===== src/rtl/assert_macros.svh =====
// Assertion macros shared by the RTL files that carry concurrent checks.
`ifndef ASSERT_MACROS_SVH
`define ASSERT_MACROS_SVH

`ifndef SYNTH
// Check a property on every rising edge outside reset.
`define ASSERT_CLK(label, clk, rst, prop) \
  label: assert property (@(posedge clk) disable iff (rst) (prop)) \
    else $error("%m: assertion failed");
// Check that a condition never holds outside reset.
`define ASSERT_NEVER(label, clk, rst, cond) \
  label: assert property (@(posedge clk) disable iff (rst) !(cond)) \
    else $error("%m: forbidden condition seen");
`else
`define ASSERT_CLK(label, clk, rst, prop)
`define ASSERT_NEVER(label, clk, rst, cond)
`endif

`endif


===== src/rtl/cfpr_pkg.sv =====
// Shared types and constants of the circle-follow PID rate unit.
package cfpr_pkg;

  localparam int GAIN_W      = 24;
  localparam int SPEED_W     = 14;
  localparam int CFG_INDEX_W = 4;
  localparam int CFG_DATA_W  = 24;
  localparam int RAD_W       = 34;  // radicand: dx*dx + dy*dy
  localparam int ROOT_W      = 17;
  localparam int OP_A_W      = 25;
  localparam int OP_B_W      = 19;
  localparam int ACC_W       = 48;

  localparam logic [CFG_INDEX_W-1:0] CFG_GAIN_P    = 4'd0;
  localparam logic [CFG_INDEX_W-1:0] CFG_GAIN_I    = 4'd1;
  localparam logic [CFG_INDEX_W-1:0] CFG_GAIN_D    = 4'd2;
  localparam logic [CFG_INDEX_W-1:0] CFG_MAX_SPEED = 4'd3;

  localparam logic [GAIN_W-1:0]  GAIN_P_RESET    = 24'd37749;
  localparam logic [SPEED_W-1:0] MAX_SPEED_RESET = 14'd5120;

  typedef logic signed [OP_A_W-1:0]        op_a_t;
  typedef logic signed [OP_B_W-1:0]        op_b_t;
  typedef logic signed [OP_A_W+OP_B_W-1:0] prod_t;
  typedef logic signed [ACC_W-1:0]         acc_t;

  typedef struct packed {
    logic issue;  // operands valid this cycle
    logic clear;  // start a fresh sum with this product
  } mac_ctl_t;

  typedef struct packed {
    logic busy;
    logic done;   // last step is taken at this edge
  } sqrt_stat_t;

endpackage


===== src/rtl/cfpr_mac.sv =====
// Shared two-stage multiply-accumulate unit.
module cfpr_mac (
  input  logic               clk,
  input  logic               rst,
  input  cfpr_pkg::mac_ctl_t ctl,
  input  cfpr_pkg::op_a_t    op_a,
  input  cfpr_pkg::op_b_t    op_b,
  output cfpr_pkg::acc_t     acc
);

  cfpr_pkg::prod_t prod;
  logic            p_issue;
  logic            p_clear;

  always_ff @(posedge clk) begin
    if (rst) begin
      p_issue <= 1'b0;
    end else begin
      p_issue <= ctl.issue;
    end
    p_clear <= ctl.clear;
    prod    <= op_a * op_b;
    if (p_issue) begin
      acc <= (p_clear ? '0 : acc) + cfpr_pkg::acc_t'(prod);
    end
  end

endmodule


===== src/rtl/cfpr_sqrt.sv =====
// Iterative integer square root, one result bit per cycle.
module cfpr_sqrt (
  input  logic                         clk,
  input  logic                         rst,
  input  logic                         start,
  input  logic [cfpr_pkg::RAD_W-1:0]   radicand,
  output cfpr_pkg::sqrt_stat_t         stat,
  output logic [cfpr_pkg::ROOT_W-1:0]  root
);

  localparam int W = cfpr_pkg::RAD_W;

  logic         run;
  logic [W-1:0] rem;
  logic [W:0]   rt;
  logic [W-1:0] bitm;
  logic [W:0]   trial;

  assign trial     = rt + {1'b0, bitm};
  assign stat.busy = run;
  assign stat.done = run && (bitm == W'(1));
  assign root      = rt[cfpr_pkg::ROOT_W-1:0];

  always_ff @(posedge clk) begin
    if (rst) begin
      run <= 1'b0;
    end else if (start) begin
      run <= 1'b1;
    end else if (stat.done) begin
      run <= 1'b0;
    end
    if (start) begin
      rem  <= radicand;
      rt   <= '0;
      bitm <= W'(1) << (W - 2);
    end else if (run) begin
      // take the digit when the remainder covers the trial value
      if ({1'b0, rem} >= trial) begin
        rem <= rem - trial[W-1:0];
        rt  <= (rt >> 1) + {1'b0, bitm};
      end else begin
        rt  <= rt >> 1;
      end
      bitm <= bitm >> 2;
    end
  end

endmodule


===== src/rtl/circle_follow_pid_rate_unit.sv =====
// Top level of the circle-follow PID rate unit: sequencer, state and registers.
//
//  channel | direction | handshake           | payload
//  --------+-----------+---------------------+-----------------------------------------
//  in      | to block  | in_valid / in_stall | robot_x, robot_y, center_x, center_y,
//          |           |                     | radius, enable
//  out     | from block| out_valid/out_stall | rot_vel
//  cfg     | to block  | cfg_we              | cfg_index, cfg_data
//
// An item passes from the accepting edge to out_valid through the two squares in the shared
// multiply-accumulate unit, the bit-per-cycle square root, then error, three PID products,
// drain, rounding and output; in_stall is high throughout.
// Reset (rst, synchronous) loads the register defaults, clears the integrator and
// previous error, and empties the output register.
// A new transaction is taken while a result waits; a second result waits for out_stall.
`include "assert_macros.svh"

module circle_follow_pid_rate_unit (
  input  logic                                clk,
  input  logic                                rst,
  input  logic                                in_valid,
  output logic                                in_stall,
  input  logic signed [15:0]                  robot_x,
  input  logic signed [15:0]                  robot_y,
  input  logic signed [15:0]                  center_x,
  input  logic signed [15:0]                  center_y,
  input  logic [14:0]                         radius,
  input  logic                                enable,
  output logic                                out_valid,
  input  logic                                out_stall,
  output logic signed [14:0]                  rot_vel,
  input  logic                                cfg_we,
  input  logic [cfpr_pkg::CFG_INDEX_W-1:0]    cfg_index,
  input  logic [cfpr_pkg::CFG_DATA_W-1:0]     cfg_data
);

  typedef enum logic [12:0] {
    S_IDLE = 13'b0000000000001,
    S_SQ1  = 13'b0000000000010,
    S_SQ2  = 13'b0000000000100,
    S_SQW  = 13'b0000000001000,
    S_RTLD = 13'b0000000010000,
    S_RTWT = 13'b0000000100000,
    S_ERR  = 13'b0000001000000,
    S_PI   = 13'b0000010000000,
    S_PD   = 13'b0000100000000,
    S_PP   = 13'b0001000000000,
    S_PW   = 13'b0010000000000,
    S_RND  = 13'b0100000000000,
    S_DONE = 13'b1000000000000
  } state_t;

  state_t state, state_next;

  // configuration
  logic [cfpr_pkg::GAIN_W-1:0]  gain_p, gain_i, gain_d;
  logic [cfpr_pkg::SPEED_W-1:0] speed_limit;

  // controller state
  logic signed [5:0]  accum;
  logic signed [17:0] prev_err;

  // per-transaction registers
  logic signed [16:0] dx, dy;
  logic [14:0]        rad;
  logic               en;
  logic signed [17:0] err;
  logic signed [18:0] diff;
  logic [32:0]        qmag;
  logic               neg;

  // shared units
  cfpr_pkg::mac_ctl_t   mac_ctl;
  cfpr_pkg::op_a_t      op_a;
  cfpr_pkg::op_b_t      op_b;
  cfpr_pkg::acc_t       acc;
  cfpr_pkg::sqrt_stat_t sq_stat;
  logic [cfpr_pkg::ROOT_W-1:0] root;

  // output-side helpers
  logic                         in_take;
  logic                         out_free;
  cfpr_pkg::acc_t               mag;
  logic [cfpr_pkg::SPEED_W-1:0] sat;
  logic signed [18:0]           acc_sum;
  logic signed [5:0]            accum_next;

  assign in_stall = (state != S_IDLE);
  assign in_take  = in_valid && !in_stall;
  assign out_free = !out_valid || !out_stall;

  cfpr_mac u_mac (
    .clk  (clk),
    .rst  (rst),
    .ctl  (mac_ctl),
    .op_a (op_a),
    .op_b (op_b),
    .acc  (acc)
  );

  cfpr_sqrt u_sqrt (
    .clk      (clk),
    .rst      (rst),
    .start    (state == S_RTLD),
    .radicand (acc[cfpr_pkg::RAD_W-1:0]),
    .stat     (sq_stat),
    .root     (root)
  );

  // operand select for the shared multiplier
  always_comb begin
    mac_ctl.issue = 1'b0;
    mac_ctl.clear = 1'b0;
    op_a          = '0;
    op_b          = '0;
    case (state)
      S_SQ1: begin
        mac_ctl.issue = 1'b1;
        mac_ctl.clear = 1'b1;
        op_a          = cfpr_pkg::op_a_t'(dx);
        op_b          = cfpr_pkg::op_b_t'(dx);
      end
      S_SQ2: begin
        mac_ctl.issue = 1'b1;
        op_a          = cfpr_pkg::op_a_t'(dy);
        op_b          = cfpr_pkg::op_b_t'(dy);
      end
      S_PI: begin
        mac_ctl.issue = 1'b1;
        mac_ctl.clear = 1'b1;
        op_a          = $signed({1'b0, gain_i});
        op_b          = cfpr_pkg::op_b_t'(accum);
      end
      S_PD: begin
        mac_ctl.issue = 1'b1;
        op_a          = $signed({1'b0, gain_d});
        op_b          = diff;
      end
      S_PP: begin
        mac_ctl.issue = 1'b1;
        op_a          = $signed({1'b0, gain_p});
        op_b          = cfpr_pkg::op_b_t'(err);
      end
      default: begin
      end
    endcase
  end

  // sequencer
  always_comb begin
    state_next = state;
    case (state)
      S_IDLE: if (in_valid) state_next = S_SQ1;
      S_SQ1:  state_next = S_SQ2;
      S_SQ2:  state_next = S_SQW;
      S_SQW:  state_next = S_RTLD;
      S_RTLD: state_next = S_RTWT;
      S_RTWT: if (sq_stat.done) state_next = S_ERR;
      S_ERR:  state_next = S_PI;
      S_PI:   state_next = S_PD;
      S_PD:   state_next = S_PP;
      S_PP:   state_next = S_PW;
      S_PW:   state_next = S_RND;
      S_RND:  state_next = S_DONE;
      S_DONE: if (out_free) state_next = S_IDLE;
      default: state_next = S_IDLE;
    endcase
  end

  // magnitude of the sum, then clamp of the rounded value
  assign mag = acc[cfpr_pkg::ACC_W-1] ? -acc : acc;
  assign sat = (qmag > 33'(speed_limit)) ? speed_limit
                                         : qmag[cfpr_pkg::SPEED_W-1:0];

  // integrator update, clamped to one centimeter either way
  assign acc_sum = 19'(accum) + 19'(err);
  always_comb begin
    if (acc_sum > 19'sd16) begin
      accum_next = 6'sd16;
    end else if (acc_sum < -19'sd16) begin
      accum_next = -6'sd16;
    end else begin
      accum_next = acc_sum[5:0];
    end
  end

  always_ff @(posedge clk) begin
    if (rst) begin
      state       <= S_IDLE;
      out_valid   <= 1'b0;
      gain_p      <= cfpr_pkg::GAIN_P_RESET;
      gain_i      <= '0;
      gain_d      <= '0;
      speed_limit <= cfpr_pkg::MAX_SPEED_RESET;
      accum       <= '0;
      prev_err    <= '0;
    end else begin
      state <= state_next;

      if (cfg_we) begin
        case (cfg_index)
          cfpr_pkg::CFG_GAIN_P:    gain_p      <= cfg_data;
          cfpr_pkg::CFG_GAIN_I:    gain_i      <= cfg_data;
          cfpr_pkg::CFG_GAIN_D:    gain_d      <= cfg_data;
          cfpr_pkg::CFG_MAX_SPEED: speed_limit <= cfg_data[cfpr_pkg::SPEED_W-1:0];
          default: begin
          end
        endcase
      end

      // hand the result over and advance the controller state
      if (state == S_DONE && out_free) begin
        out_valid <= 1'b1;
        accum     <= accum_next;
        prev_err  <= err;
      end else if (out_valid && !out_stall) begin
        out_valid <= 1'b0;
      end
    end

    // payload registers
    if (in_take) begin
      dx  <= 17'(robot_x) - 17'(center_x);
      dy  <= 17'(robot_y) - 17'(center_y);
      rad <= radius;
      en  <= enable;
    end
    if (state == S_ERR) begin
      err <= $signed({1'b0, root}) - $signed({3'b000, rad});
    end
    if (state == S_PI) begin
      diff <= 19'(err) - 19'(prev_err);
    end
    if (state == S_RND) begin
      // round half away from zero on the magnitude
      qmag <= 33'((mag + cfpr_pkg::acc_t'(32768)) >>> 16);
      neg  <= acc[cfpr_pkg::ACC_W-1];
    end
    if (state == S_DONE && out_free) begin
      if (!en) begin
        rot_vel <= '0;
      end else if (neg) begin
        rot_vel <= -$signed({1'b0, sat});
      end else begin
        rot_vel <= $signed({1'b0, sat});
      end
    end
  end

  `ASSERT_CLK(a_accum_range, clk, rst, (accum <= 6'sd16) && (accum >= -6'sd16))
  `ASSERT_CLK(a_root_done_in_wait, clk, rst, sq_stat.done |-> (state == S_RTWT))
  `ASSERT_CLK(a_wait_has_root, clk, rst, (state == S_RTWT) |-> sq_stat.busy)
  `ASSERT_CLK(a_take_starts, clk, rst, in_take |=> (state == S_SQ1))

endmodule

===== config.mk =====
export PLATFORM = sky130hd
export DESIGN_NAME = circle_follow_pid_rate_unit
export DESIGN_NICKNAME = d
export VERILOG_FILES = /design/src/rtl/cfpr_pkg.sv /design/src/rtl/cfpr_mac.sv /design/src/rtl/cfpr_sqrt.sv /design/src/rtl/circle_follow_pid_rate_unit.sv
export VERILOG_INCLUDE_DIRS = /design/src /design/src/rtl
export SDC_FILE = /design/constraint.sdc
export NUM_CORES = 2
export LEC_CHECK = 0
export ABC_AREA = 1
export BUFFER_PORTS_ARGS = -buffer_cell sky130_fd_sc_hd__buf_4
export CAP_MARGIN = 0
export CORE_UTILIZATION = 40
export DETAILED_ROUTE_END_ITERATION = 12
export GPL_TIMING_DRIVEN = 0
export PLACE_DENSITY_LB_ADDON = 0.3
export SLEW_MARGIN = 20
export SYNTH_ARGS = -nofsm -noshare
export SYNTH_HDL_FRONTEND = slang
export SYNTH_SLANG_ARGS = --single-unit
export TNS_END_PERCENT = 100

===== constraint.sdc =====
create_clock -name clk -period 10.6 [get_ports clk]
set_clock_uncertainty 0.2 [all_clocks]
set_input_delay 1.06 -clock clk [delete_from_list [all_inputs] [get_ports clk]]
set_output_delay 1.06 -clock clk [all_outputs]
set_load 0.02 [all_outputs]

**Yosys cells after proc, flatten, opt, wreduce, memory -nomap -nowiden**

Index checks and enable logic that the tools add are counted.

- Bits in registers: 440
- Input bits: 113
- Output and inout port bits: 17

- Add/sub/neg operators: 12
- Multiply operators: 1
- $lt $le $gt $ge: 4
- Eq/ne operators: 21
- Mux-type cells: 22
- Reductions and logical operators: 22

Operators by type and width:

| operator | number |
|---|---|
| 13-bit case mux with 13 select lines | 1 |
| 25-bit case mux with 5 select lines | 1 |
| 34-bit 2-to-1 mux | 3 |
| 48-bit 2-to-1 mux | 2 |
| 19-bit case mux with 5 select lines | 1 |
| 48-bit by 17-bit adder with 48-bit output, second input constant | 1 |
| 48-bit adder | 1 |
| 48-bit negation | 1 |
| 25-bit by 19-bit multiplier with 44-bit output | 1 |
| 13-bit 2-to-1 mux | 3 |
| 34-bit by 33-bit adder with 35-bit output | 1 |
| 35-bit by 33-bit adder with 35-bit output | 1 |
| 34-bit by 35-bit greater-or-equal comparator with 1-bit output | 1 |
| 35-bit 2-to-1 mux | 1 |
| 16-bit by 16-bit subtractor with 17-bit output | 2 |
| 34-bit subtractor | 1 |
| 33-bit by 14-bit > comparator with 1-bit output | 1 |
| 14-bit 2-to-1 mux | 2 |
| 6-bit by 18-bit adder with 19-bit output | 1 |
| 19-bit by 6-bit > comparator with 1-bit output, second input constant | 1 |
| 19-bit by 5-bit < comparator with 1-bit output, second input constant | 1 |
| 18-bit by 18-bit subtractor with 19-bit output | 1 |
| 17-bit by 15-bit subtractor with 18-bit output | 1 |
| 17-bit by 1-bit equality test with 1-bit output, second input constant | 1 |
| other kinds (29) | 51 |

**Logic depth before layout (Yosys ltp)**

- Word-level depth: 5
- Depth in mapped cells: 42
- Depth with buffers taken out: 40

**Hierarchy**

Synthesis repeated with hierarchy kept, for this count alone.

- Cell total of the unflattened synthesis: 7365
- Area, all modules: 51968.6 um^2

Modules (own cells, without submodules):

| module | times used | cells each | area each (um^2) | seq. area each (um^2) |
|---|---|---|---|---|
| cfpr_mac | 1 | 3587 | 25572.0 | 2362.3 |
| circle_follow_pid_rate_unit | 1 | 2346 | 17321.6 | 6536.3 |
| cfpr_sqrt | 1 | 1432 | 9075.0 | 2082.0 |

**Worst setup path after synthesis**

OpenSTA, ideal clock, no wires.

- Path kind: flip-flop to flip-flop
- From: register state[10]
- To: register u_mac.prod[43]
- Library setup time: 122 ps
- Arrival time: 7543 ps
- Slack: 2735 ps
- Stages on the path, launching flop included: 41
- Path through: dfxtp_1 nor2_1 inv_1 nor2_1 inv_2 nor2_4 nand2_1 inv_2 nand2_4 inv_2 nand2_1 inv_2 buf_4 a221o_1 nor2_1 inv_1 buf_2 nand2_1 [5 not listed] fa_1 inv_1 fa_1 inv_1 fa_1 inv_1 ha_1 ha_1 nand2_1 nor2_1 inv_1 nor4_1 nand3_1 nand3_1 a21oi_1 nor2_1 nor2_1 xor2_1

- Cells in the longest elaborated chain, start to end: 3
- Elaborated cells between the ends (all ways): 8
- Classes of those cells: 1 x mul; 5 x eq/ne; 2 x mux

RTL lines:

| what | line | RTL |
|---|---|---|
| start, declared | circle_follow_pid_rate_unit.sv:53 | `state_t state, state_next;` |
| start signal, assigned | circle_follow_pid_rate_unit.sv:198 | `state <= state_next;` |
| 13-bit by 10-bit equality test with 1-bit output, or another cell as far along | circle_follow_pid_rate_unit.sv:116 | `case (state)` |
| 25-bit case mux with 5 select lines or 19-bit case mux with 5 select lines (tied branches) | circle_follow_pid_rate_unit.sv:116 |  |
| 25-bit by 19-bit multiplier with 44-bit output * | cfpr_mac.sv:22 | `prod <= op_a * op_b;` |
| end signal, assigned | cfpr_mac.sv:22 |  |
| end, declared | cfpr_mac.sv:11 | `cfpr_pkg::prod_t prod;` |

Every way passes the cells marked *; elsewhere a longest branch is shown, timed or not.
A chain may end at the register's enable or synchronous reset.

**Worst setup path in the final report**

- From: register state[11]
- To: register u_mac.prod[43]

The elaborated chain is that of the path after synthesis.

==> summary.md <==
| Metric | Value |
|---|---|
| Gr usage total | `0.253` |
| Core Box Area | `118,000 um2` |
| Die Wd | `around 350 um` |
| Async set-reset flop share out of synthesis | `0` |
| Reg2reg start | `state[11]$_SDFFE_PP0P_` |
| Synth Area in Simple Gates | `0.190` |
| Residual DRC | `0` |
| CP Class | `reg2reg` |
| Hold depth | `2` |
| Min-Delay Path Class | `reg2reg` |
| Post-Route WL | `roughly 150 mm` |
| XOR/XNOR Fraction of Synth Area | `0.0563` |
| DRT Pass-1 Iters | `6` |
| Max-slew violations | `0` |
| Total Power | `5.07 mW` |
| Port buffer count | `128` |
| Largest family of logic cells by synthesized area | `adder cells` |
| Synth Area in Adders | `0.292` |
| P&R area growth vs syn | `10.4%` |
| Compound-Gate Fraction of Synth Area | `0.117` |
| Reg-to-reg setup timing slack | `approximately 0.77 ns` |
| Final net count | `a little over 7,000` |
| Area leader, netlist | `fa_1` |
| DIE AREA | `120,000 um2` |
| Type of origin of the critical path | `register` |
| Hold Crit Endpoint | `gain_i[13]$_SDFFE_PP0P_` |
| First-pass GRT wire length | `about 240 mm` |
| Total grt overflow | `0` |
| I/O pin count | `130` |
| Maximum clock rate | `between 0.1 and 0.15 GHz` |
| Clk Latency, worst-skew pair | `0.62 ns` |
| Worst path max stage delay | `just under 0.9 ns` |
| RSZ-0062 raised after global routing | `false` |
| Clk slew on worst S/H paths | `0.06 ns` |
| Final period util | `0.927` |
| Slew headroom | `0.232` |
| Maximum VDD drop | `0.000104 V` |
| Hold_sp | `gain_i[13]$_SDFFE_PP0P_` |
| CTS root buffer | `clkbuf_16` |
| DR iter-0 viols | `about 3,500` |
| Share of layout cells above drive strength 1 | `0.0646` |
| Leak | `25.0 nW` |
| Hold Vio Cnt, Final | `0` |
| Antenna-violating nets left | `0` |
| Post-CTS sizing | `0` |
| FP Rows | `about 130` |
| Most numerous cell in the Yosys netlist | `inv_1` |
| Reg-to-Reg End | `u_mac.prod[43]$_DFF_P_` |
| Post-synthesis instance total | `6,100` |
| Minimum clock period after layout | `9.83 ns` |
| Power per cell area | `between 90 and 100 nW/um2` |
| Max-cap violation count | `0` |
| DR vias | `between 40,000 and 50,000` |
| Cell at the slowest stage of the critical path | `fa_1` |
| WP data required | `10.89 ns` |
| Yosys warnings | `0` |
| Number of synthesized flops with an enable pin | `217` |
| Critical path peak fanout | `26` |
| TritonCTS Buffers | `around 50` |
| R2R cell count | `38` |
| CP Capture Type | `register` |
| Primary FF master, synth | `dfxtp_1` |
| Synthesized flop and latch total | `440` |
| Syn nets | `7,032` |
| Setup ws final | `between 0.7 and 0.8 ns` |
| Finish-stage setup viols | `0` |
| Setup TNS | `0 ns` |
| CTS Buffer Depth | `3` |
| H-tree Lvls | `2` |
| Clock Sinks | `between 400 and 500` |
| Die height | `approximately 350 um` |
| Slew @ Worst Pin | `1.15 ns` |
| Multiplexer share of the synthesized area | `0` |
| Register area share after synthesis | `0.231` |
| Top cells by count, synth | `inv_1 (1,215), nand2_1 (1,121), nor2_1 (611), fa_1 (478), a21oi_1 (426)` |
| Worst path arrival time | `10.12 ns` |
| Initial core utilization | `0.403` |
| RD Place Congestion | `0.988` |
| Antenna violations before repair | `1` |
| CTS tree | `done` |
| Status | `finished, final reports clean` |
| Pin count of the biggest net entering global routing | `49` |
| Post-Syn Area per Cell | `around 7.8 um2` |
| Synth top area cells | `fa_1 (20%), edfxtp_1 (14%), inv_1 (9.6%)` |
| HPWL Detailed | `127 mm` |
| Number of post-CTS setup repair buffers | `0` |
| Hold_buf cts | `0` |
| Post-synth cell types | `69` |
| Dpl ws | `0.929 ns` |
| Vias in the first global route | `slightly above 40,000` |
| Top-area cell type share of the netlist area | `0.202` |
| Wirelength per Cell | `19.3 um` |
| Vias per cell | `5.27` |
| Synth Cell Area | `~47,000 um2` |
[stage by stage]
step / area (um2) / util / instances / hold slack, ns
floorplan: 47500 / - / 6100 / 0.224
global placement: 50300 / 0.427 / 7764 / 0.233
detailed placement: 50600 / 0.429 / 7774 / 0.237
CTS: 52400 / 0.445 / 7869 / 0.247
global route: 52400 / 0.445 / 7869 / 0.259
finish: 52400 / 0.445 / 7871 / 0.250
[cell usage in the layout, fill, tap and decap left out, drive strengths merged, types with 211 or more instances in the layout]
cell type	n
a21oi	427
buf	218
dfxtp	223
edfxtp	217
fa	478
ha	341
inv	1233
nand2	1133
nand3	211
nor2	631
o21ai	341
[cell type report]
cell class | instances | area, um2
Fill cell | 11900 | 65400
Multi-Input combinational cell | 4266 | 31200
Sequential cell | 440 | 11000
Inverter | 1237 | 4640
Tap cell | 1536 | 1920
Clock buffer | 68 | 1490
Timing Repair Buffer | 138 | 1100
Buffer | 157 | 748
Clock inverter | 27 | 343
Antenna cell | 2 | 5.00
[worst max-delay path: cells and delay by family, from the launching register on]
kind	cells	cell delay (ns)
buffers and inverters	12	1.95
DFF	1	0.33
AOI/OAI and AO/OA	2	0.38
adders and majority gates	8	4.41
xor gates and xnor gates	1	0.14
and+or+nand+nor	15	2.25
[registers in the layout (all words and copies together) (netlist names), 6 cells and up]
| signal | cells |
|---|---|
| u_mac.acc | 48 |
| u_mac.prod | 44 |
| u_sqrt.rt | 35 |
| u_sqrt.rem | 34 |
| qmag | 32 |
| gain_d | 24 |
| gain_i | 24 |
| gain_p | 24 |
| diff | 19 |
| err | 18 |
| prev_err | 18 |
| dx | 17 |
| dy | 17 |
| u_sqrt.bitm | 17 |
| rad | 15 |
| rot_vel | 15 |
| speed_limit | 14 |
| state | 13 |
| accum | 6 |
[metal layers]
layer  share of wire  GRT usage  wire, um  up-vias
met3           0.078     0.0374     11900      218
met2            0.46      0.422     70600     1471
met4           0.028     0.0672      4260        0
met1            0.43      0.342     65300    20000
li1                -          -         -    19700
met5               0          0         0        -
[power by group]
part | switching [mW] | total (mW) | internal [mW]
logic | 0.773 | 1.14 | 0.369
registers | 0.0619 | 2.00 | 1.94
clock network | 0.766 | 1.92 | 1.16
[worst max-delay path by stage]
| stage | endpoint | depth (start not counted) | startpoint |
|---|---|---|---|
| after floorplan | u_mac.prod[43]$_DFF_P_ | 40 | state[10]$_SDFFE_PP0P_ |
| final | u_mac.prod[43]$_DFF_P_ | 38 | state[11]$_SDFFE_PP0P_ |
| after global placement | u_mac.prod[40]$_DFF_P_ | 35 | state[11]$_SDFFE_PP0P_ |
| after global routing | u_mac.prod[43]$_DFF_P_ | 38 | state[10]$_SDFFE_PP0P_ |
| after detailed placement | u_mac.prod[43]$_DFF_P_ | 38 | state[10]$_SDFFE_PP0P_ |
| after CTS | u_mac.prod[43]$_DFF_P_ | 38 | state[10]$_SDFFE_PP0P_ |
[cells by family after synthesis]
| logic type | Yosys count |
|---|---|
| buffers and inverters | 1394 |
| adder cells (fa/ha/maj) | 819 |
| AND/OR/NAND/NOR | 2158 |
| AO/OA/AOI/OAI | 994 |
| flip-flops | 440 |
| XOR/XNOR | 295 |
Power figures use the tool's default switching activity.
